**src/hw/rtl/qmsm_pkg.sv**
```systemverilog
`default_nettype none
package qmsm_pkg;

	// Field widths fixed by the register map.
	localparam int FLOOR_BITS    = 11;
	localparam int HOVER_BITS    = 12;
	localparam int GAIN_BITS     = 16;
	localparam int DIFF_BITS     = 13;
	localparam int DD_BITS       = 24;
	localparam int BASE_BITS     = 32;
	localparam int Q_FRAC_BITS   = 8;
	localparam int FRAC_SHIFT    = 4;
	localparam int CFG_DATA_BITS = 16;
	localparam int REG_IDX_BITS  = 3;

	// Defaults for the top-level parameters.
	localparam int CMD_BITS_DEF  = 16;
	localparam int DUTY_BITS_DEF = 12;

	// Root bits resolved per square-root stage.
	localparam int SQRT_STEPS = 2;

	localparam int NUM_AXES   = 3;
	localparam int NUM_LANES  = 2 * NUM_AXES;
	localparam int NUM_MOTORS = 4;

	typedef enum logic [REG_IDX_BITS-1:0] {
		REG_DUTY_FLOOR = 3'd0,
		REG_DUTY_HOVER = 3'd1,
		REG_GAIN_PITCH = 3'd2,
		REG_GAIN_ROLL  = 3'd3,
		REG_GAIN_YAW   = 3'd4
	} reg_idx_t;

	localparam logic [FLOOR_BITS-1:0] FLOOR_RST = 11'd1024;
	localparam logic [HOVER_BITS-1:0] HOVER_RST = 12'd1300;
	localparam logic [GAIN_BITS-1:0]  GAIN_RST  = 16'd256;

	typedef struct packed {
		logic [FLOOR_BITS-1:0] duty_floor;
		logic [HOVER_BITS-1:0] duty_hover;
		logic [GAIN_BITS-1:0]  gain_pitch;
		logic [GAIN_BITS-1:0]  gain_roll;
		logic [GAIN_BITS-1:0]  gain_yaw;
	} cfg_t;

	// Thrust lanes: two per axis, positive sign first.
	localparam int LANE_P_POS = 0;
	localparam int LANE_P_NEG = 1;
	localparam int LANE_R_POS = 2;
	localparam int LANE_R_NEG = 3;
	localparam int LANE_Y_POS = 4;
	localparam int LANE_Y_NEG = 5;

	// X-frame mix: lanes summed for each motor (pitch, roll, yaw).
	localparam int MIX_LANE [NUM_MOTORS][NUM_AXES] = '{
		'{LANE_P_POS, LANE_R_POS, LANE_Y_NEG},
		'{LANE_P_POS, LANE_R_NEG, LANE_Y_POS},
		'{LANE_P_NEG, LANE_R_POS, LANE_Y_POS},
		'{LANE_P_NEG, LANE_R_NEG, LANE_Y_NEG}
	};

	function automatic int max2(input int a, input int b);
		return (a > b) ? a : b;
	endfunction

	// Signed gain * command product.
	function automatic int prod_bits(input int cmd_bits);
		return GAIN_BITS + cmd_bits;
	endfunction

	// Signed radicand (base +/- product).
	function automatic int rad_sbits(input int cmd_bits);
		return max2(prod_bits(cmd_bits), BASE_BITS + 1) + 1;
	endfunction

	// Non-negative radicand after the clamp at zero.
	function automatic int rad_bits(input int cmd_bits);
		return rad_sbits(cmd_bits) - 1;
	endfunction

	function automatic int sqrt_stages(input int cmd_bits);
		return ((rad_bits(cmd_bits) + 1) / 2 + SQRT_STEPS - 1) / SQRT_STEPS;
	endfunction

	function automatic int root_pad(input int cmd_bits);
		return sqrt_stages(cmd_bits) * SQRT_STEPS;
	endfunction

	function automatic int term_bits(input int cmd_bits);
		return root_pad(cmd_bits) - FRAC_SHIFT;
	endfunction

	function automatic int sum_bits(input int cmd_bits, input int duty_bits);
		return max2(max2(term_bits(cmd_bits), duty_bits), DIFF_BITS) + 4;
	endfunction

endpackage
`default_nettype wire

```
**src/hw/rtl/qmsm_sqrt.sv**
```systemverilog
`default_nettype none
module qmsm_sqrt #(
	parameter int CMD_BITS = qmsm_pkg::CMD_BITS_DEF,
	localparam int RAD_BITS  = qmsm_pkg::rad_bits(CMD_BITS),
	localparam int TERM_BITS = qmsm_pkg::term_bits(CMD_BITS)
) (
	input  wire logic                 clk,
	input  wire logic                 adv,
	input  wire logic [RAD_BITS-1:0]  rad,
	output logic [TERM_BITS-1:0]      term
);
	import qmsm_pkg::*;

	localparam int NSTG = sqrt_stages(CMD_BITS);
	localparam int RP   = root_pad(CMD_BITS);
	localparam int NW   = 2 * RP;
	localparam int RW   = RP + 2;

	logic [NW-1:0] n_s    [NSTG];
	logic [RW-1:0] rem_s  [NSTG];
	logic [RP-1:0] root_s [NSTG];

	// Digit-by-digit square root, SQRT_STEPS root bits per stage.
	for (genvar st = 0; st < NSTG; st++) begin : g_stg
		logic [NW-1:0] n_i;
		logic [RW-1:0] rem_i;
		logic [RP-1:0] root_i;
		logic [NW-1:0] n_o;
		logic [RW-1:0] rem_o;
		logic [RP-1:0] root_o;

		if (st == 0) begin : g_first
			assign n_i    = NW'(rad);
			assign rem_i  = '0;
			assign root_i = '0;
		end else begin : g_next
			assign n_i    = n_s[st-1];
			assign rem_i  = rem_s[st-1];
			assign root_i = root_s[st-1];
		end

		always_comb begin
			logic [RW-1:0] trial;
			n_o    = n_i;
			rem_o  = rem_i;
			root_o = root_i;
			for (int k = 0; k < SQRT_STEPS; k++) begin
				rem_o = {rem_o[RW-3:0], n_o[NW-1 -: 2]};
				n_o   = n_o << 2;
				trial = {root_o, 2'b01};
				if (rem_o >= trial) begin
					rem_o  = rem_o - trial;
					root_o = {root_o[RP-2:0], 1'b1};
				end else begin
					root_o = {root_o[RP-2:0], 1'b0};
				end
			end
		end

		always_ff @(posedge clk) begin
			if (adv) begin
				root_s[st] <= root_o;
			end
		end

		// The last stage keeps only the root.
		if (st < NSTG - 1) begin : g_carry
			always_ff @(posedge clk) begin
				if (adv) begin
					n_s[st]   <= n_o;
					rem_s[st] <= rem_o;
				end
			end
		end else begin : g_tail
			assign n_s[st]   = '0;
			assign rem_s[st] = '0;
		end
	end

	// Drop the Q8.8 fraction: sqrt(x * 256) carries four fraction bits.
	assign term = root_s[NSTG-1][RP-1:FRAC_SHIFT];

endmodule
`default_nettype wire

```
**config.mk**
```make
export PLATFORM = sky130hd
export DESIGN_NAME = qmsm_sqrt
export DESIGN_NICKNAME = d
export VERILOG_FILES = /design/src/hw/rtl/qmsm_pkg.sv /design/src/hw/rtl/qmsm_sqrt.sv
export SDC_FILE = /design/constraint.sdc
export NUM_CORES = 1
export LEC_CHECK = 0
export ABC_CLOCK_PERIOD_IN_PS = 5450
export BUFFER_PORTS_ARGS = -buffer_cell sky130_fd_sc_hd__buf_4
export CAP_MARGIN = 20
export CELL_PAD_IN_SITES_DETAIL_PLACEMENT = 0
export CELL_PAD_IN_SITES_GLOBAL_PLACEMENT = 1
export CORE_MARGIN = 2
export CORE_UTILIZATION = 51
export CTS_CLUSTER_SIZE = 10
export DETAILED_ROUTE_END_ITERATION = 12
export GPL_TIMING_DRIVEN = 0
export MAX_ROUTING_LAYER = met4
export PLACE_DENSITY = 0.88
export SLEW_MARGIN = 10
export SYNTH_ARGS = -nofsm -noshare
export SYNTH_HDL_FRONTEND = slang
export SYNTH_SLANG_ARGS = --single-unit
export TNS_END_PERCENT = 1
```
**constraint.sdc**
```tcl
create_clock -name clk -period 5.45 [get_ports clk]
set_input_delay 1.3625 -clock clk [delete_from_list [all_inputs] [get_ports clk]]
set_output_delay 1.3625 -clock clk [all_outputs]
set_load 0.005 [all_outputs]
```
After elaboration in Yosys (flattened, before gate mapping)
Memory sizes are Yosys's and may differ from the RTL's.
Cells that the tools add are included.

word-level totals
  flip-flop bits (word level) = 272
  bits in writable memories = 162
  bits of input ports = 35
  output and inout bits = 14
  logic and storage cells = 86
  memories kept = 1

memories
  name    words  bits a word  rd ports  clocked after Yosys merged registers in  wr ports  RTL line         RTL
  root_s  9      18           9         0                                        9         qmsm_sqrt.sv:21  logic [RP-1:0] root_s [NSTG];

cells by class
  add/subtract/negate cells = 16
  magnitude comparators = 17
  multiplexer cells = 35

operators with widths
  kind                 number
  $ge 20x20->1         16
  $mux 18              15
  $sub 18x18->18       15
  $mux 1               20
  $sub 1x1->2 const B  1
  $ge 1x1->1 const B   1

Longest topological paths before layout
An unclocked memory read counts as a cell.

  depth after elaboration = 5
  depth in mapped cells = 22
  depth with buffers taken out = 19

Least setup slack after synthesis
Ideal clock, no wire load.

  path type = register to register
  start point = reg rem_s (netlist bit g_stg[5].rem_i[8])
  end point = reg rem_s (netlist bit g_stg[6].rem_i[15]) (data pin)
  setup time = 0.265 ns
  data arrival time = 4.426 ns
  data required time = 5.185 ns
  slack = 0.758 ns
  stages on the path, launching flop included = 19
  path buffers = 2
  period minus slack after synthesis = 4.692 ns
  cell sequence = edfxtp_1 ha_1 nand4b_1 or3_4 and3_4 nand2_8 clkbuf_1 nor2_1 a21oi_1 ha_1 a21o_1 a21oi_1 o21bai_1 a221oi_1 a21boi_0 or4b_1 buf_2 and3_1 or3_1

between the ends
  word-level cells in the longest chain between the ends = 4
  elaborated cells between the ends (all ways) = 7
  classes of those cells = add/sub (2); order compare (2); mux (3)

ends and longest elaborated chain
  what                                                   RTL line                          RTL
  start, declared                                        qmsm_sqrt.sv:20                   logic [RW-1:0] rem_s [NSTG];
  start signal, assigned by index                        qmsm_sqrt.sv:71                   rem_s[st] <= rem_o;
  $ge 20x20->1 (*)                                       qmsm_sqrt.sv:51                   if (rem_o >= trial) begin
  $mux 1 (*)                                             qmsm_sqrt.sv:51
  via g_stg[5].$11.trial[2]                              qmsm_sqrt.sv:43                   logic [RW-1:0] trial;
  $sub 18x18->18 / $ge 20x20->1 (equally long branches)  qmsm_sqrt.sv:52, qmsm_sqrt.sv:51
  $mux 18 (*)                                            qmsm_sqrt.sv:51
  via g_stg[5].rem_o[15]                                 qmsm_sqrt.sv:29                   logic [RW-1:0] rem_o;

Mark *: on every way through the listed nets, which the timed path passes. The rest lies on a longest branch.
A chain may end at the register's enable or synchronous reset.

==> results.toml <==
[hold_path]
min_path_type = "flip-flop to flip-flop"
min_path_cells = 0

[yosys]
syn_area_per_cell_um2 = 10.9
syn_area_um2 = 15100
ys.flop_type = "edfxtp_1"
yosysUniqueCellTypes = 92
yosysSeqAreaShare = 0.498
ys_ff_latch = 250
synth_cells = 1387
yosysWarningCount = 0
ys_async_sr_fraction = 0
synth-edff-count = 250

[clock_network]
cts_buffer_depth = 3
h-tree-depth = 1
clk_latency_ps = 570
clk_pin_slew_ps = 60
cts.sinks = 250
cts_made_buffers = 30
cts_root_buf = "clkbuf_16"
tritoncts = "yes"

[sta]
fin_skew_ps = 33.0
rsz0062_at_grt = "yes"
clock.fmax_mhz = 192
worst_pin_slew_ps = 784
finalSetupTns_ps = 0
fin_crit_ps = 5220
setup_viol = 0
hold_viol_final = 0
finalMaxSlewViolations = 0
timing.final.crit_share = 0.957
timing.hold.ws_ps = 413
slew-limit-headroom = 0.463

[pwr]
leakage_nw = 6.54
power_density_nw_per_um2 = 369
power_mw = 6.21
vdd_drop_max_v = 0.000266

[finish]
instances_no_fill = 1855
antennaDiodeCount = 0
area_growth_pct = 11.7
final_cell_mix = "edfxtp_1 (250), nor2_1 (127), ha_1 (105)"
fin_area_um2 = 16800
drive_gt1_frac = 0.101
final_common_cell = "edfxtp_1"
final_nets = 1604

[grt]
grt_max_degree = 105
grt_pass1_vias = 10100
grt_usage = 0.210
gr-total-overflow = 0
grt_pass1_wl_mm = 51.2
antenna_found_initial = 0

[critical_path]
ff2ff_path_depth = 19
end_kind = "flip-flop"
crit_fanout = 10
path_class = "flip-flop to flip-flop"
cp_slowest_stage_delay_ps = 550
worst_setup_path_start_kind = "flip-flop"
crit_slowest_cell = "or4b_1"
critPathRequiredTime_ps = 5760
path_cells = "inv_1, ha_1, nand4b_1, or3_4, and3_4, nand2_8, clkbuf_4, nor2_1, a21oi_1, ha_1, a21o_1, a21oi_1, o21bai_1, a221oi_2, a21boi_1, or4b_1, buf_2, and3_1, or3_1"
crit_arrival_ps = 5530

[route]
vias_per_cell = 5.80
vias = 10800
drtPass1Iterations = 7
antenna_left = 0
wl_per_cell_um = 17.1
finalWirelength_mm = 31.7
drt_iter0_drc = 996
drcViolationCount = 0

[die]
initial_core_util = 0.521
die_y_um = 176
core_um2 = 28900
rows = 62
die_x_um = 176
die_area_um2 = 30900
io_pins = 49

[flow_run]
drv_cap = 0

[placed_design]
place_hpwl_mm = 23.9
place_inst = 1813
gp_congestion = 0.942
portBuffers = 39
dpl_cell_area_um2 = 15900

[status]
status = "completed"
synthesized netlist by cell type (14+ instances only):
cell,number,share of area
edfxtp_1,250,0.50
or3_1,14,0.0058
nor3_1,36,0.012
nor2b_1,15,0.0062
o21ai_0,62,0.021
nand2b_1,14,0.0058
xnor2_1,83,0.048
nand2_1,86,0.021
a21oi_1,98,0.033
clkbuf_1,15,0.0037
xor2_1,42,0.024
nand4_1,22,0.0091
o21a_1,18,0.0090
nor2_1,127,0.032
inv_1,82,0.020
nand3_1,32,0.011
ha_1,105,0.087
a21o_1,30,0.015
path summary, 6_finish.rpt:
path	end	slack [ps]	start
setup / recovery	g_stg[6].rem_i[15]$_DFFE_PP_	230	root_s[0][78]$_DFFE_PP_
hold / removal	g_stg[4].n_i[33]$_DFFE_PP_	410	g_stg[3].n_i[29]$_DFFE_PP_
setup reg to reg	g_stg[6].rem_i[15]$_DFFE_PP_	230	root_s[0][78]$_DFFE_PP_
hold reg to reg	g_stg[4].n_i[33]$_DFFE_PP_	410	g_stg[3].n_i[29]$_DFFE_PP_
power by group:
| group | switching [mW] | internal, mW |
|---|---|---|
| Clock | 0.717 | 1.07 |
| Sequential | 0.178 | 2.45 |
| Combinational | 1.03 | 0.768 |
| Total | 1.92 | 4.28 |
area by class of cell:
cell class | count | area (µm²)
multi-input combinational | 1017 | 7090
fill | 2370 | 12100
tap | 384 | 480
clock inverter | 7 | 108
clock buffer | 32 | 758
inverter | 88 | 334
buffer | 32 | 175
timing repair buffer | 45 | 385
sequential | 250 | 7510
metrics by stage:
step / worst slack [ps] / utilization
after global routing: -66.6 / 0.582
after floorplan: 758 / -
after global placement: -243 / 0.548
final: 235 / 0.582
after CTS: 28.3 / 0.580
after detailed placement: -145 / 0.550
metal layers:
metal | vias to the layer above | share of wire | track usage
met1 | 5116 | 0.48 | 0.303
met4 | 0 | 0.017 | 0.0486
met3 | 45 | 0.060 | 0.0346
met2 | 275 | 0.44 | 0.313
li1 | 5330 | - | -
met5 | - | 0 | -
cell families (layout without fill, tap and decap cells):
family / count (synthesis) / count (layout) / synth area share
muxes: 9 / 9 / 0.00631
DFF: 250 / 250 / 0.498
adders and majority gates: 105 / 105 / 0.0872
buffers and inverters: 121 / 204 / 0.0335
and+or+nand+nor: 435 / 435 / 0.150
AOI/OAI and AO/OA: 341 / 341 / 0.152
xor gates and xnor gates: 125 / 125 / 0.0726
other: 1 / 2 / 0.000249
registers in the layout, indices dropped and copies added, names as in the netlist:
signal,flops
g_stg.n_i,84
g_stg.rem_i,91
root_s,75
repair_timing:
| item | 4_1_cts | 5_1_grt |
|---|---|---|
| pin swaps | 0 | 1 |
| endpoints found under the setup margin | 4 | 26 |
| buffers inserted | 0 | 4 |
| endpoints found under the hold margin | 0 | 0 |
| hold buffers | 0 | 0 |
| gates resized for setup | 1 | 13 |
| cloned | 0 | 0 |
worst max-delay path: cells and delay by family (launching register included):
kind            cells  cell delay, ps
compound gates      6            1190
fa+ha+maj           2             720
buf+inv             3             510
flops               1             410
simple gates        8            2130
Power figures use the tool's default switching activity.
