[src/hw/rtl/qmsm_pkg.sv]
`default_nettype none
package qmsm_pkg;

	// Field widths fixed by the register map.
	localparam int FLOOR_BITS    = 11;
	localparam int HOVER_BITS    = 12;
	localparam int GAIN_BITS     = 16;
	localparam int DIFF_BITS     = 13;
	localparam int DD_BITS       = 24;
	localparam int BASE_BITS     = 32;
	localparam int Q_FRAC_BITS   = 8;
	localparam int FRAC_SHIFT    = 4;
	localparam int CFG_DATA_BITS = 16;
	localparam int REG_IDX_BITS  = 3;

	// Defaults for the top-level parameters.
	localparam int CMD_BITS_DEF  = 16;
	localparam int DUTY_BITS_DEF = 12;

	// Root bits resolved per square-root stage.
	localparam int SQRT_STEPS = 2;

	localparam int NUM_AXES   = 3;
	localparam int NUM_LANES  = 2 * NUM_AXES;
	localparam int NUM_MOTORS = 4;

	typedef enum logic [REG_IDX_BITS-1:0] {
		REG_DUTY_FLOOR = 3'd0,
		REG_DUTY_HOVER = 3'd1,
		REG_GAIN_PITCH = 3'd2,
		REG_GAIN_ROLL  = 3'd3,
		REG_GAIN_YAW   = 3'd4
	} reg_idx_t;

	localparam logic [FLOOR_BITS-1:0] FLOOR_RST = 11'd1024;
	localparam logic [HOVER_BITS-1:0] HOVER_RST = 12'd1300;
	localparam logic [GAIN_BITS-1:0]  GAIN_RST  = 16'd256;

	typedef struct packed {
		logic [FLOOR_BITS-1:0] duty_floor;
		logic [HOVER_BITS-1:0] duty_hover;
		logic [GAIN_BITS-1:0]  gain_pitch;
		logic [GAIN_BITS-1:0]  gain_roll;
		logic [GAIN_BITS-1:0]  gain_yaw;
	} cfg_t;

	// Thrust lanes: two per axis, positive sign first.
	localparam int LANE_P_POS = 0;
	localparam int LANE_P_NEG = 1;
	localparam int LANE_R_POS = 2;
	localparam int LANE_R_NEG = 3;
	localparam int LANE_Y_POS = 4;
	localparam int LANE_Y_NEG = 5;

	// X-frame mix: lanes summed for each motor (pitch, roll, yaw).
	localparam int MIX_LANE [NUM_MOTORS][NUM_AXES] = '{
		'{LANE_P_POS, LANE_R_POS, LANE_Y_NEG},
		'{LANE_P_POS, LANE_R_NEG, LANE_Y_POS},
		'{LANE_P_NEG, LANE_R_POS, LANE_Y_POS},
		'{LANE_P_NEG, LANE_R_NEG, LANE_Y_NEG}
	};

	function automatic int max2(input int a, input int b);
		return (a > b) ? a : b;
	endfunction

	// Signed gain * command product.
	function automatic int prod_bits(input int cmd_bits);
		return GAIN_BITS + cmd_bits;
	endfunction

	// Signed radicand (base +/- product).
	function automatic int rad_sbits(input int cmd_bits);
		return max2(prod_bits(cmd_bits), BASE_BITS + 1) + 1;
	endfunction

	// Non-negative radicand after the clamp at zero.
	function automatic int rad_bits(input int cmd_bits);
		return rad_sbits(cmd_bits) - 1;
	endfunction

	function automatic int sqrt_stages(input int cmd_bits);
		return ((rad_bits(cmd_bits) + 1) / 2 + SQRT_STEPS - 1) / SQRT_STEPS;
	endfunction

	function automatic int root_pad(input int cmd_bits);
		return sqrt_stages(cmd_bits) * SQRT_STEPS;
	endfunction

	function automatic int term_bits(input int cmd_bits);
		return root_pad(cmd_bits) - FRAC_SHIFT;
	endfunction

	function automatic int sum_bits(input int cmd_bits, input int duty_bits);
		return max2(max2(term_bits(cmd_bits), duty_bits), DIFF_BITS) + 4;
	endfunction

endpackage
`default_nettype wire

[src/hw/rtl/qmsm_front.sv]
`default_nettype none
module qmsm_front #(
	parameter int CMD_BITS = qmsm_pkg::CMD_BITS_DEF,
	localparam int RAD_BITS = qmsm_pkg::rad_bits(CMD_BITS)
) (
	input  wire logic                       clk,
	input  wire logic                       adv,
	input  wire qmsm_pkg::cfg_t             cfg,
	input  wire logic signed [CMD_BITS-1:0] pitch_cmd,
	input  wire logic signed [CMD_BITS-1:0] roll_cmd,
	input  wire logic signed [CMD_BITS-1:0] yaw_cmd,
	output logic [RAD_BITS-1:0]             rad [qmsm_pkg::NUM_LANES]
);
	import qmsm_pkg::*;

	localparam int PROD_BITS = prod_bits(CMD_BITS);
	localparam int RAD_SBITS = rad_sbits(CMD_BITS);

	logic signed [DIFF_BITS-1:0]   diff;
	logic signed [2*DIFF_BITS-1:0] dd_full;
	logic [DD_BITS-1:0]            dd_s1;
	logic signed [CMD_BITS-1:0]    cmd_v  [NUM_AXES];
	logic [GAIN_BITS-1:0]          gain_v [NUM_AXES];
	logic signed [PROD_BITS-1:0]   prod_s1 [NUM_AXES];
	logic signed [RAD_SBITS-1:0]   base_x;

	assign diff    = $signed({1'b0, cfg.duty_hover}) - $signed({2'b00, cfg.duty_floor});
	assign dd_full = diff * diff;

	assign cmd_v[0]  = pitch_cmd;
	assign cmd_v[1]  = roll_cmd;
	assign cmd_v[2]  = yaw_cmd;
	assign gain_v[0] = cfg.gain_pitch;
	assign gain_v[1] = cfg.gain_roll;
	assign gain_v[2] = cfg.gain_yaw;

	// Stage 1: hover offset squared and one gain product per axis.
	always_ff @(posedge clk) begin
		if (adv) begin
			dd_s1 <= dd_full[DD_BITS-1:0];
		end
	end

	assign base_x = $signed(RAD_SBITS'({dd_s1, {Q_FRAC_BITS{1'b0}}}));

	for (genvar a = 0; a < NUM_AXES; a++) begin : g_axis
		logic signed [PROD_BITS-1:0] prod_full;
		logic signed [RAD_SBITS-1:0] prod_x;
		logic signed [RAD_SBITS-1:0] r_pos;
		logic signed [RAD_SBITS-1:0] r_neg;

		assign prod_full = $signed({1'b0, gain_v[a]}) * cmd_v[a];

		always_ff @(posedge clk) begin
			if (adv) begin
				prod_s1[a] <= prod_full;
			end
		end

		// Stage 2: radicands for both signs, negative ones drop to zero.
		assign prod_x = RAD_SBITS'(prod_s1[a]);
		assign r_pos  = base_x + prod_x;
		assign r_neg  = base_x - prod_x;

		always_ff @(posedge clk) begin
			if (adv) begin
				rad[2*a]   <= (r_pos > 0) ? r_pos[RAD_BITS-1:0] : '0;
				rad[2*a+1] <= (r_neg > 0) ? r_neg[RAD_BITS-1:0] : '0;
			end
		end
	end

endmodule
`default_nettype wire

[config.mk]
export PLATFORM = sky130hd
export DESIGN_NAME = qmsm_front
export DESIGN_NICKNAME = d
export VERILOG_FILES = /design/src/hw/rtl/qmsm_pkg.sv /design/src/hw/rtl/qmsm_front.sv
export SDC_FILE = /design/constraint.sdc
export NUM_CORES = 2
export LEC_CHECK = 0
export BUFFER_PORTS_ARGS = -buffer_cell sky130_fd_sc_hd__buf_2
export CAP_MARGIN = 0
export CELL_PAD_IN_SITES_DETAIL_PLACEMENT = 1
export CELL_PAD_IN_SITES_GLOBAL_PLACEMENT = 1
export CORE_MARGIN = 1.5
export CORE_UTILIZATION = 30
export CTS_CLUSTER_DIAMETER = 30
export DETAILED_ROUTE_END_ITERATION = 10
export PLACE_DENSITY = 0.58
export SLEW_MARGIN = 30
export SYNTH_ARGS = -nofsm -noshare
export SYNTH_HDL_FRONTEND = slang
export SYNTH_SLANG_ARGS = --single-unit
[constraint.sdc]
create_clock -name clk -period 7.9 [get_ports clk]
set_input_delay 0 -clock clk [delete_from_list [all_inputs] [get_ports clk]]
set_output_delay 0 -clock clk [all_outputs]
set_load 0.02 [all_outputs]
## After elaboration in Yosys (flattened, before gate mapping)

Memories as Yosys holds them, arrays and structs flattened.
Index checks and enable logic that the tools add are counted.

- Order comparisons: 6
- Multiplexer cells: 2
- Add/subtract/negate cells: 7
- Multiply operators: 4

Operator list:

| operator | count |
|---|---|
| 34-bit by 1-bit greater-than comparator with 1-bit output, second input constant | 6 |
| 33-bit by 32-bit adder with 34-bit output | 3 |
| 33-bit by 32-bit subtractor with 34-bit output | 3 |
| 17-bit by 16-bit multiplier with 32-bit output | 3 |
| 13-bit by 13-bit multiplier with 24-bit output | 1 |
| 12-bit by 11-bit subtractor with 13-bit output | 1 |
| 1-bit 2-to-1 mux | 2 |

- Flip-flop bits (word level): 222
- Bits of input ports: 121
- Logic and storage cells: 27
- Memory bits (writable): 96
- Memories kept: 1
- Output and inout bits: 198

Memories:

| memory | words | width | read ports | clocked after memory_dff | write ports | line | RTL |
|---|---|---|---|---|---|---|---|
| prod_s1 | 3 | 32 | 3 | 0 | 3 | qmsm_front.sv:24 | `logic signed [PROD_BITS-1:0] prod_s1 [NUM_AXES];` |

## Logic depth before layout (Yosys ltp)

An unclocked memory read counts as a cell.

- Depth in word-level cells: 3
- Depth in mapped cells: 33

## Worst setup path before layout

Ideal clock, no wire load.

- Path type: input port to flip-flop
- Start point: input cfg[48] (netlist bit)
- End point: register dd_s1[21], data pin
- Arrival: 6.931 ns
- Data required time: 7.642 ns
- Stages on the path: 29
- Setup time: 0.258 ns
- Path buffers: 1
- Path slack: 0.711 ns
- Cell sequence: inv_1 -> ha_1 -> inv_1 -> fa_1 -> a21o_1 -> a21oi_1 -> o21bai_1 -> a21oi_1 -> o21bai_1 -> a21oi_1 -> o21bai_1 -> a31oi_1 -> clkbuf_1 -> nand2_1 -> fa_1 -> fa_1 -> inv_1 -> fa_1 -> fa_1 -> fa_1 -> ha_1 -> ha_1 -> or3_1 -> o21ai_0 -> a311oi_1 -> o21a_1 -> o21ai_0 -> nor2b_1 -> xnor2_1

- Longest elaborated chain between the ends: 2

Ends and longest elaborated chain:

| element | line | RTL |
|---|---|---|
| start, declared | qmsm_front.sv:8 | `input wire qmsm_pkg::cfg_t cfg,` |
| 12-bit by 11-bit subtractor with 13-bit output | qmsm_front.sv:27 | `assign diff = $signed({1'b0, cfg.duty_hover}) - $signed({2'b00, cfg.duty_floor});` |
| 13-bit by 13-bit multiplier with 24-bit output | qmsm_front.sv:28 | `assign dd_full = diff * diff;` |
| named net dd_full[21] | qmsm_front.sv:20 | `logic signed [2*DIFF_BITS-1:0] dd_full;` |
| end signal, assigned | qmsm_front.sv:40 | `dd_s1 <= dd_full[DD_BITS-1:0];` |
| end, declared | qmsm_front.sv:21 | `logic [DD_BITS-1:0] dd_s1;` |

The timed path passes the listed nets, and every way through them passes these cells.
A chain may end at the register's enable or synchronous reset.

## Worst setup path in the final report

- Start point: input cfg[48] (netlist bit)
- End point: register dd_s1[22], data pin

Same word-level chain as after synthesis.

==> flow_summary_export.csv <==
group,metric,value,unit
status,status,"completed",
clock_network,insertion_delay,640,ps
setup_path,cp_top_family,"adder cells",
drt,drt_iter0_drc,1399,
finish,final_cell_mix,"inv_1 (1,015), fa_1 (714), ha_1 (581)",
yosys,yosysWarnings,0,
global_routing,grt_usage,0.181,
yosys,yosys.area_share.simple,0.168,
yosys,synth_top_family_by_area,"adder cells",
global_routing,busiest_layer,"met2",
floorplanning,coreArea,0.169,sq mm
floorplanning,initial_utilization,0.302,
drt,first_pass_iters,5,
sta,period_needed,7180,ps
drt,wl_per_cell,19.4,um
clock_network,cts_tree,"done",
yosys,synthesis.area,0.0510,sq mm
finish,nets,7133,
finish,multi_input_area,0.0369,sq mm
setup_path,crit_start,"cfg[48]",
sta,relSlewSlack,0.362,
global_routing,grt_use_met1,0.236,
sta,skew,40.7,ps
setup_path,worst_path_max_delay_cell,"a2111oi_0",
finish,drive_above_1_share,0.0947,
yosys,synthXorXnorAreaFrac,0.0443,
setup_path,arrival,7560,ps
clock_network,clockBufferDepth,3,
worst_hold_path,min_from,"cfg[1]",
yosys,synth-compound-area-share,0.0858,
setup_path,reg2reg_depth,13,
yosys,synthArstFlopShare,0,
clock_network,clock-sinks,317,
yosys,synth_edf_count,317,
yosys,avgSynthCellArea,9.35,sq um
sta,setup_viol,0,
floorplanning,die_area,0.172,sq mm
finish,seqCellArea,0.00952,sq mm
setup_path,end_kind,"register",
clock_network,cts_made_buffers,72,
sta,slew_violations,0,
global_routing,grt_pass1_wl,245000,um
worst_hold_path,whs_endpoint,"prod_s1[0][65]$_DFFE_PP_",
drt,drt-total-wl,155000,um
worst_hold_path,hold_path_depth,3,
sta,worst_pin_slew,957,ps
global_routing,grt_pass1_vias,42200,
setup_path,worstReg2RegStart,"dd_s1[0]$_DFFE_PP_",
job,maxCapViolations,0,
sta,grt_setup_unrepaired,"false",
yosys,synth_seq_area_share,0.187,
setup_path,critPathBufInv,7,
sta,finalSetupTns,0,ps
global_routing,antenna_found_initial,10,
drt,vias,38300,
finish,final_common_cell,"inv_1",
yosys,ys.flop_type,"edfxtp_1",
place,place.gp.congestion,0.834,
finish,area_delta_synth_final,12.9,%
setup_path,startpoint_type,"primary input",
yosys,ys_ff_latch,317,
floorplanning,io_pins,319,
drt,vias_per_cell,4.79,
floorplanning,dieHeight,415,um
yosys,synthesis.nets,6868,
floorplanning,die_w,415,um
setup_path,path_class,"in2reg",
global_routing,overflow,0,
finish,nFillCells,19500,
floorplanning,rows,151,
global_routing,grtUsageMet3,0.0178,
yosys,synth_mux_area_frac,0.00179,
yosys,synth_cell_types,97,
setup_path,slowest_delay,660,ps
worst_hold_path,hold_path.class,"in2reg",
place,portBuffers,318,
setup_path,worst_ep_required_time,8280,ps
yosys,syn_inst,5452,
drt,antenna_left,0,
clock_network,cts.clk_slew.worst_paths,50,ps
clock_network,htreeDepth,3,
sta,period_share,0.909,
setup_path,r2r_setup_slack,3270,ps
drt,drc,0,
place,hpwl,126000,um
sta,fmax,139,MHz
global_routing,met2_usage,0.318,
sta,hold_viol_final,0,
setup_path,crit_path_max_fanout,4,
setup_path,reg2reg_to,"rad[100]$_SDFFCE_PP0P_",
yosys,synth_fa_ha_area_frac,0.423,
clock_network,root_buffer,"clkbuf_16",
global_routing,grt_max_degree,80,
==> synthesized netlist by cell type (67+ instances only) <==
library cell / count / area, sq um
o21ai_0: 98 / 490
inv_1: 1015 / 3810
nor2b_1: 76 / 475
nand2_1: 563 / 2110
ha_1: 581 / 7270
nor2_1: 337 / 1260
edfxtp_1: 317 / 9520
fa_1: 714 / 14300
a21oi_1: 183 / 916
nand2b_1: 79 / 494
and2_1: 333 / 2080
clkbuf_1: 147 / 552
nor3_1: 88 / 440
xnor2_1: 189 / 1660
xor2_1: 67 / 587
==> timing repair <==
item / in CTS / in global routing
resized for setup: 0 / 0
hold buffers: 8 / 0
setup buffers: 0 / 0
endpoints found under the hold margin: 81 / 0
==> worst min-delay path, delay by kind of cell <==
family | cells | cell delay, ps
adder cells (fa/ha/maj) | 1 | 130
buffers and inverters | 1 | 280
AND/OR/NAND/NOR | 1 | 180
==> per-layer routing <==
layer	vias to the layer above	share of wire
met5	-	0
met4	0	0.025
met3	143	0.033
met2	502	0.49
met1	19700	0.45
li1	18000	-
==> stage by stage <==
stage	std cells	cell area (sq um)	setup slack, ps	hold WS (ps)	util
after detailed placement	7852	55000	90.1	444	0.325
after CTS	7992	57500	769	28.6	0.340
final	7999	57600	718	55.9	0.341
after floorplan	5452	51000	711	112	-
after global routing	7994	57600	240	83.3	0.340
after global placement	7851	55000	176	444	0.325
==> how the worst max path moves through the flow <==
stage / endpoint / slack, ps / cells after the start
floorplan: dd_s1[21]$_DFFE_PP_ / 710 / 29
global placement: dd_s1[22]$_DFFE_PP_ / 180 / 31
finish: dd_s1[22]$_DFFE_PP_ / 720 / 31
detailed placement: dd_s1[22]$_DFFE_PP_ / 90 / 31
CTS: dd_s1[22]$_DFFE_PP_ / 770 / 31
global route: dd_s1[22]$_DFFE_PP_ / 240 / 31
==> cell type report <==
type,count,area share
Multi-Input combinational cell,3926,0.641
Sequential cell,317,0.165
Inverter,1029,0.0671
Tap cell,2218,0.0482
Timing Repair Buffer,371,0.0354
Clock buffer,82,0.0323
Clock inverter,50,0.0108
Antenna cell,6,0.000261
==> flip-flops by register name (all words and copies together), names as in the netlist <==
register,count
dd_s1,23
rad,198
prod_s1,96
==> cells by family after synthesis <==
logic type | Yosys count
and+or+nand+nor | 1718
xor gates and xnor gates | 257
DFF | 317
AOI/OAI and AO/OA | 647
buffers and inverters | 1209
muxes | 9
adders and majority gates | 1295
Power is not shown: default switching activity piles up to over one toggle a cycle in this logic, so the estimate is an artifact.
