<file path="src/hw/rtl/qmsm_pkg.sv">
`default_nettype none
package qmsm_pkg;

	// Field widths fixed by the register map.
	localparam int FLOOR_BITS    = 11;
	localparam int HOVER_BITS    = 12;
	localparam int GAIN_BITS     = 16;
	localparam int DIFF_BITS     = 13;
	localparam int DD_BITS       = 24;
	localparam int BASE_BITS     = 32;
	localparam int Q_FRAC_BITS   = 8;
	localparam int FRAC_SHIFT    = 4;
	localparam int CFG_DATA_BITS = 16;
	localparam int REG_IDX_BITS  = 3;

	// Defaults for the top-level parameters.
	localparam int CMD_BITS_DEF  = 16;
	localparam int DUTY_BITS_DEF = 12;

	// Root bits resolved per square-root stage.
	localparam int SQRT_STEPS = 2;

	localparam int NUM_AXES   = 3;
	localparam int NUM_LANES  = 2 * NUM_AXES;
	localparam int NUM_MOTORS = 4;

	typedef enum logic [REG_IDX_BITS-1:0] {
		REG_DUTY_FLOOR = 3'd0,
		REG_DUTY_HOVER = 3'd1,
		REG_GAIN_PITCH = 3'd2,
		REG_GAIN_ROLL  = 3'd3,
		REG_GAIN_YAW   = 3'd4
	} reg_idx_t;

	localparam logic [FLOOR_BITS-1:0] FLOOR_RST = 11'd1024;
	localparam logic [HOVER_BITS-1:0] HOVER_RST = 12'd1300;
	localparam logic [GAIN_BITS-1:0]  GAIN_RST  = 16'd256;

	typedef struct packed {
		logic [FLOOR_BITS-1:0] duty_floor;
		logic [HOVER_BITS-1:0] duty_hover;
		logic [GAIN_BITS-1:0]  gain_pitch;
		logic [GAIN_BITS-1:0]  gain_roll;
		logic [GAIN_BITS-1:0]  gain_yaw;
	} cfg_t;

	// Thrust lanes: two per axis, positive sign first.
	localparam int LANE_P_POS = 0;
	localparam int LANE_P_NEG = 1;
	localparam int LANE_R_POS = 2;
	localparam int LANE_R_NEG = 3;
	localparam int LANE_Y_POS = 4;
	localparam int LANE_Y_NEG = 5;

	// X-frame mix: lanes summed for each motor (pitch, roll, yaw).
	localparam int MIX_LANE [NUM_MOTORS][NUM_AXES] = '{
		'{LANE_P_POS, LANE_R_POS, LANE_Y_NEG},
		'{LANE_P_POS, LANE_R_NEG, LANE_Y_POS},
		'{LANE_P_NEG, LANE_R_POS, LANE_Y_POS},
		'{LANE_P_NEG, LANE_R_NEG, LANE_Y_NEG}
	};

	function automatic int max2(input int a, input int b);
		return (a > b) ? a : b;
	endfunction

	// Signed gain * command product.
	function automatic int prod_bits(input int cmd_bits);
		return GAIN_BITS + cmd_bits;
	endfunction

	// Signed radicand (base +/- product).
	function automatic int rad_sbits(input int cmd_bits);
		return max2(prod_bits(cmd_bits), BASE_BITS + 1) + 1;
	endfunction

	// Non-negative radicand after the clamp at zero.
	function automatic int rad_bits(input int cmd_bits);
		return rad_sbits(cmd_bits) - 1;
	endfunction

	function automatic int sqrt_stages(input int cmd_bits);
		return ((rad_bits(cmd_bits) + 1) / 2 + SQRT_STEPS - 1) / SQRT_STEPS;
	endfunction

	function automatic int root_pad(input int cmd_bits);
		return sqrt_stages(cmd_bits) * SQRT_STEPS;
	endfunction

	function automatic int term_bits(input int cmd_bits);
		return root_pad(cmd_bits) - FRAC_SHIFT;
	endfunction

	function automatic int sum_bits(input int cmd_bits, input int duty_bits);
		return max2(max2(term_bits(cmd_bits), duty_bits), DIFF_BITS) + 4;
	endfunction

endpackage
`default_nettype wire

</file>
<file path="src/hw/rtl/qmsm_merge.sv">
`default_nettype none
module qmsm_merge #(
	parameter int CMD_BITS  = qmsm_pkg::CMD_BITS_DEF,
	parameter int DUTY_BITS = qmsm_pkg::DUTY_BITS_DEF,
	localparam int TERM_BITS = qmsm_pkg::term_bits(CMD_BITS)
) (
	input  wire logic                              clk,
	input  wire logic                              adv,
	input  wire logic [qmsm_pkg::FLOOR_BITS-1:0]   duty_floor,
	input  wire logic [qmsm_pkg::HOVER_BITS-1:0]   duty_hover,
	input  wire logic [TERM_BITS-1:0]              term [qmsm_pkg::NUM_LANES],
	output logic [DUTY_BITS-1:0]                   duty [qmsm_pkg::NUM_MOTORS]
);
	import qmsm_pkg::*;

	localparam int SUM_BITS = sum_bits(CMD_BITS, DUTY_BITS);

	logic signed [SUM_BITS-1:0] fl_x;
	logic signed [SUM_BITS-1:0] hv_x;
	logic signed [SUM_BITS-1:0] offset;
	logic signed [SUM_BITS-1:0] lo;
	logic signed [SUM_BITS-1:0] hi;
	logic signed [SUM_BITS-1:0] dmax;
	logic signed [SUM_BITS-1:0] sum_s1 [NUM_MOTORS];

	// Each term carries one duty_floor; the motor sum removes 2*hover.
	assign fl_x   = $signed(SUM_BITS'(duty_floor));
	assign hv_x   = $signed(SUM_BITS'(duty_hover));
	assign offset = fl_x + fl_x + fl_x - hv_x - hv_x;
	assign lo     = fl_x;
	assign hi     = fl_x + fl_x;
	assign dmax   = $signed(SUM_BITS'({DUTY_BITS{1'b1}}));

	for (genvar m = 0; m < NUM_MOTORS; m++) begin : g_motor
		logic signed [SUM_BITS-1:0] sum_c;
		logic signed [SUM_BITS-1:0] sat;

		assign sum_c = $signed(SUM_BITS'(term[MIX_LANE[m][0]]))
			+ $signed(SUM_BITS'(term[MIX_LANE[m][1]]))
			+ $signed(SUM_BITS'(term[MIX_LANE[m][2]]))
			+ offset;

		always_ff @(posedge clk) begin
			if (adv) begin
				sum_s1[m] <= sum_c;
			end
		end

		// Saturate to the duty range, clamp to [floor, 2*floor], saturate again.
		always_comb begin
			sat = sum_s1[m];
			if (sat < 0) begin
				sat = '0;
			end
			if (sat > dmax) begin
				sat = dmax;
			end
			if (sat > hi) begin
				sat = hi;
			end else if (sat < lo) begin
				sat = lo;
			end
			if (sat > dmax) begin
				sat = dmax;
			end
		end

		always_ff @(posedge clk) begin
			if (adv) begin
				duty[m] <= sat[DUTY_BITS-1:0];
			end
		end
	end

endmodule
`default_nettype wire

</file>
<file path="config.mk">
export PLATFORM = sky130hd
export DESIGN_NAME = qmsm_merge
export DESIGN_NICKNAME = d
export VERILOG_FILES = /design/src/hw/rtl/qmsm_pkg.sv /design/src/hw/rtl/qmsm_merge.sv
export SDC_FILE = /design/constraint.sdc
export NUM_CORES = 1
export LEC_CHECK = 0
export BUFFER_PORTS_ARGS = -buffer_cell sky130_fd_sc_hd__clkbuf_2
export CORE_MARGIN = 10
export CORE_UTILIZATION = 55
export DETAILED_ROUTE_END_ITERATION = 8
export GPL_TIMING_DRIVEN = 1
export PLACE_DENSITY = 0.86
export SETUP_SLACK_MARGIN = 0.15
export SLEW_MARGIN = 25
export SYNTH_ARGS = -nofsm -noshare
export SYNTH_HDL_FRONTEND = slang
export SYNTH_SLANG_ARGS = --single-unit
</file>
<file path="constraint.sdc">
create_clock -name clk -period 5.1 [get_ports clk]
set_input_delay 0.255 -clock clk [delete_from_list [all_inputs] [get_ports clk]]
set_output_delay 0.255 -clock clk [all_outputs]
set_load 0.02 [all_outputs]
</file>
Word level (Yosys, flattened, before mapping)
Memories as Yosys holds them, arrays and structs flattened.
Index checks and enable logic that the tools add are counted.
- add/subtract/negate cells: 16
- multiply operators: 0
- divide/modulo/power cells: 0
- $lt $le $gt $ge: 20
- eq/ne operators: 0
- shifts and indexed selects: 0
- mux-type cells: 18
- bitwise logic cells: 0
- reductions and logical operators: 0
- operators by type and width (kind ; number):
    $mux 18 ; 16
    $gt 18x13->1 const B ; 8
    $add 17x18->18 ; 4
    $gt 18x13->1 ; 4
    $lt 18x1->1 const B ; 4
    $lt 18x12->1 ; 4
    $add 15x14->16 ; 4
    $add 14x14->15 ; 4
    $sub 18x13->18 ; 2
    $add 18x12->18 ; 1
    $add 11x11->12 ; 1
    $mux 1 ; 2
- register bits: 48
- latch bits: 0
- bits in writable memories: 72
- memory bits (read-only): 0
- bits of input ports: 109
- output and inout bits: 48
- logic and storage cells: 59
- memories kept: 1
- memories (name ; depth ; width ; read ports ; clocked after Yosys merged registers in ; write ports ; line ; RTL):
    sum_s1 ; 4 ; 18 ; 4 ; 0 ; 4 ; qmsm_merge.sv:24 ; logic signed [SUM_BITS-1:0] sum_s1 [NUM_MOTORS];

Longest topological paths before layout
An unclocked memory read counts as a cell.
- depth in word-level cells: 9
- gate-level depth with buffers: 20
- gate-level depth less buffers: 19

Worst setup path after synthesis
Ideal clock, no wire load.
- path type: input-to-reg
- start: in duty_floor[1] in the netlist's numbering
- end: mem sum_s1[3][17] in the netlist's numbering (data pin)
- setup time: 0.271 ns
- arrival time: 4.104 ns
- data required time: 4.829 ns
- setup slack: 0.726 ns
- stages: 20
- path buffers: 1
- path through: clkbuf_1 -> inv_1 -> fa_1 -> inv_1 -> ha_1 -> nor2b_1 -> o21ai_0 -> a22oi_2 -> nand4_1 -> nand2_1 -> a21oi_1 -> xnor2_1 -> ha_1 -> a21oi_1 -> nand2_1 -> nor3_1 -> a22oi_1 -> and4_1 -> o31ai_2 -> xor2_1
- RTL lines (what ; line ; RTL):
    start: declaration ; qmsm_merge.sv:9 ; input wire logic [qmsm_pkg::FLOOR_BITS-1:0] duty_floor,
    end: declaration ; qmsm_merge.sv:24 ;

==> impl_metrics.env <==
export IMPL_finalSetupViolations=0
export IMPL_io_buffers=156
export IMPL_postCtsSetupRepairBufs=0
export IMPL_synth_seq_cells=120
export IMPL_hold_viol=0
export IMPL_r2r_end="duty[37]$_SDFFCE_PN1P_"
export IMPL_yosysWarnings=0
export IMPL_die_width_um=179
export IMPL_required_ns=5.26
export IMPL_hold_ws_ns=0.331
export IMPL_area_growth_pct=14.0
export IMPL_cts_buffers=17
export IMPL_ioPinCount=157
export IMPL_critPathLaunchType="input pin"
export IMPL_grt_usage=0.247
export IMPL_p_leak_nw=7.22
export IMPL_drv_slew=0
export IMPL_cts_max_level=4
export IMPL_yosys_cell_count_top_type="ha_1"
export IMPL_clock_latency_ns=0.43
export IMPL_start_util=0.556
export IMPL_num_rows=58
export IMPL_drive_gt1_frac=0.150
export IMPL_rsz0062_at_grt="false"
export IMPL_path_max_fanout=11
export IMPL_reg2reg_slack_ns=1.23
export IMPL_fillers=1977
export IMPL_root_buffer="clkbuf_16"
export IMPL_grt_pass1_wl_mm=62.6
export IMPL_crit_chain="clkbuf_2 > inv_1 > buf_4 > fa_1 > inv_1 > ha_1 > or4_1 > nor2_1 > a22oi_2 > a21o_1 > a21oi_1 > xnor2_1 > ha_1 > a21oi_1 > o21ai_0 > nand3_1 > a22oi_1 > and4_1 > o31ai_2 > xor2_1"
export IMPL_crit_path_top_delay_cell="fa_1"
export IMPL_finalClockSkew_ns=0.0117
export IMPL_grt_pass1_vias=12200
export IMPL_via_per_inst=6.14
export IMPL_status="finished, final reports clean"
export IMPL_cap_viol_max_count=0
export IMPL_ir_drop_v=0.000385
export IMPL_reg2reg_from="sum_s1[0][16]$_DFFE_PP_"
export IMPL_drt_iter0_drc=1193
export IMPL_maxSlewHeadroom=0.404
export IMPL_yosysSeqAreaShare=0.259
export IMPL_path_class="input pin to flop"
export IMPL_final_antenna_net_count=0
export IMPL_async_flop_share=0
export IMPL_synth_cells=1416
export IMPL_syn_mean_instance_area_um2=9.83
export IMPL_synthTopCellsByCount="220 x ha_1, 153 x nor2_1, 123 x a21oi_1, 120 x edfxtp_1, 85 x inv_1"
export IMPL_hold_path_end="sum_s1[0][0]$_DFFE_PP_"
export IMPL_period_needed_ns=4.46
export IMPL_wl_per_cell_um=20.5
export IMPL_synth_cell_area_mm2=0.0139
export IMPL_antenna_found_initial=0
export IMPL_slowest_delay_ns=0.51
export IMPL_synth_edf_count=120
export IMPL_tightest_slew_ns=0.893
export IMPL_hold_path_class="input pin to flop"
export IMPL_cts_sinks=120
export IMPL_yosys_top_cells_area="edfxtp_1 26%, ha_1 20%, fa_1 11%"
export IMPL_worstSetupEndpointType="flop"
export IMPL_diodes=0
export IMPL_dr_pass1_iters=6
export IMPL_grt_max_degree=72
export IMPL_overflow=0
export IMPL_cts_tree="yes"
export IMPL_place_gp_congestion=1.00
export IMPL_synthFlopType="edfxtp_1"
export IMPL_wl_mm=39.8
export IMPL_cp_depth=20
export IMPL_hold_depth=3
export IMPL_fin_nets=2008
export IMPL_synth_distinct_cells=65
export IMPL_finalSetupTns_ns=0
export IMPL_power_density_mw_per_mm2=667
export IMPL_synth_top_area_share=0.259
export IMPL_place_hpwl_mm=32.5
export IMPL_cpLargestDelayFamily="compound AO/OA/AOI/OAI gates"
export IMPL_drc=0
export IMPL_ctsHoldBuffers=0
export IMPL_reg2regPathDepth=12
export IMPL_yosysTopAreaCell="edfxtp_1"
export IMPL_syn_num_nets=1819
export IMPL_cts_buffer_depth=2
export IMPL_hold_start="term[70]"
export IMPL_fmax_mhz=224
export IMPL_die_h_um=179
export IMPL_path_clk_slew_ns=0.06
export IMPL_critPathArrivalTime_ns=4.62
export IMPL_coreArea_mm2=0.0250
export IMPL_crit_buf_inv=4
export IMPL_die_area_mm2=0.0321
export IMPL_vias=12000
export IMPL_min_period_over_period=0.874
export IMPL_post_cts_resized=0
## state kept, by name, summed over array words and instances, names as in the netlist
register and count:
sum_s1 72, duty 48
## routing by layer
metal,GRT usage,wire [um],vias up
li1,-,-,5593
met1,0.311,16400,5576
met2,0.412,18300,678
met3,0.0394,3630,116
met4,0.109,1530,0
met5,0,0,-
## area by class of cell
| cell class | count | area (um2) | area share |
|---|---|---|---|
| clock inverters | 15 | 175 | 0.0110 |
| clock buffers | 17 | 425 | 0.0268 |
| inverters | 86 | 323 | 0.0203 |
| repair buffers | 192 | 1050 | 0.0664 |
| multi-input cells | 1188 | 9870 | 0.622 |
| flip-flops and latches | 120 | 3600 | 0.227 |
| well taps | 330 | 413 | 0.0260 |
## logic make-up after synthesis
| family | share of synthesized area |
|---|---|
| XOR/XNOR | 0.0724 |
| adder cells (fa/ha/maj) | 0.304 |
| buffers and inverters | 0.0316 |
| AND/OR/NAND/NOR | 0.111 |
| multiplexers | 0.0325 |
| AO/OA/AOI/OAI | 0.189 |
| flip-flops | 0.259 |
## placed cells by master (no fill, tap or decap), types with 4 or more instances in the layout
master and n:
o31a_1 6, o21a_1 26, clkinv_4 4, nor2_1 153, o22ai_1 6, edfxtp_1 120
o21ai_1 5, a21o_1 52, nand2b_1 17, xor2_1 33, nand4_1 17, or2_2 5
a21boi_0 4, nand3_1 28, fa_1 74, o221ai_1 11, nor3_1 21, and3_1 6
inv_1 85, a22oi_1 4, ha_1 220, o211ai_1 23, xnor2_1 82, nor2b_1 12
clkbuf_2 155, o21ai_0 46, buf_4 37, o21bai_1 14, and2_1 6, a211oi_1 15
mux2i_1 44, o31ai_1 7, a31oi_1 14, nand2_1 68, a21oi_1 123, clkbuf_16 17
a211o_1 5
## power breakdown
part,total [mW],switching [mW],leakage (nW),internal (mW)
Combinational,7.15,4.24,5.76,2.92
Sequential,2.20,0.214,1.18,1.98
Clock,1.23,0.464,0.291,0.768
Total,10.6,4.91,7.22,5.67
## per-stage QoR
stage / setup WS [ns] / instance area (um2) / util / power, mW / instances
5_1_grt: 0.332 / 15900 / 0.634 / 11.3 / 1948
2_1_floorplan: 0.726 / 13900 / - / 7.26 / 1416
4_1_cts: 0.746 / 15900 / 0.633 / 10.4 / 1946
3_5_place_dp: 0.307 / 15300 / 0.609 / 9.12 / 1914
6_report: 0.641 / 15900 / 0.634 / 10.6 / 1948
3_3_place_gp: 0.459 / 15300 / 0.609 / 8.87 / 1914
## worst register-to-register path, delay by kind of cell, from the launching register on
| kind | cells | cell delay, ns |
|---|---|---|
| buf+inv | 1 | 0.35 |
| compound gates | 5 | 1.62 |
| fa+ha+maj | 1 | 0.34 |
| simple gates | 5 | 1.01 |
| flops | 1 | 0.36 |
## worst max path at each step
stage | from | end | slack, ns
floorplan | duty_floor[1] | sum_s1[3][17]$_DFFE_PP_ | 0.73
global route | duty_floor[1] | sum_s1[3][17]$_DFFE_PP_ | 0.33
finish | duty_floor[3] | sum_s1[3][17]$_DFFE_PP_ | 0.64
global placement | duty_floor[3] | sum_s1[3][17]$_DFFE_PP_ | 0.46
detailed placement | duty_floor[3] | sum_s1[3][17]$_DFFE_PP_ | 0.31
CTS | duty_floor[3] | sum_s1[3][17]$_DFFE_PP_ | 0.75
Note: power is estimated with default switching activity, not from simulation.
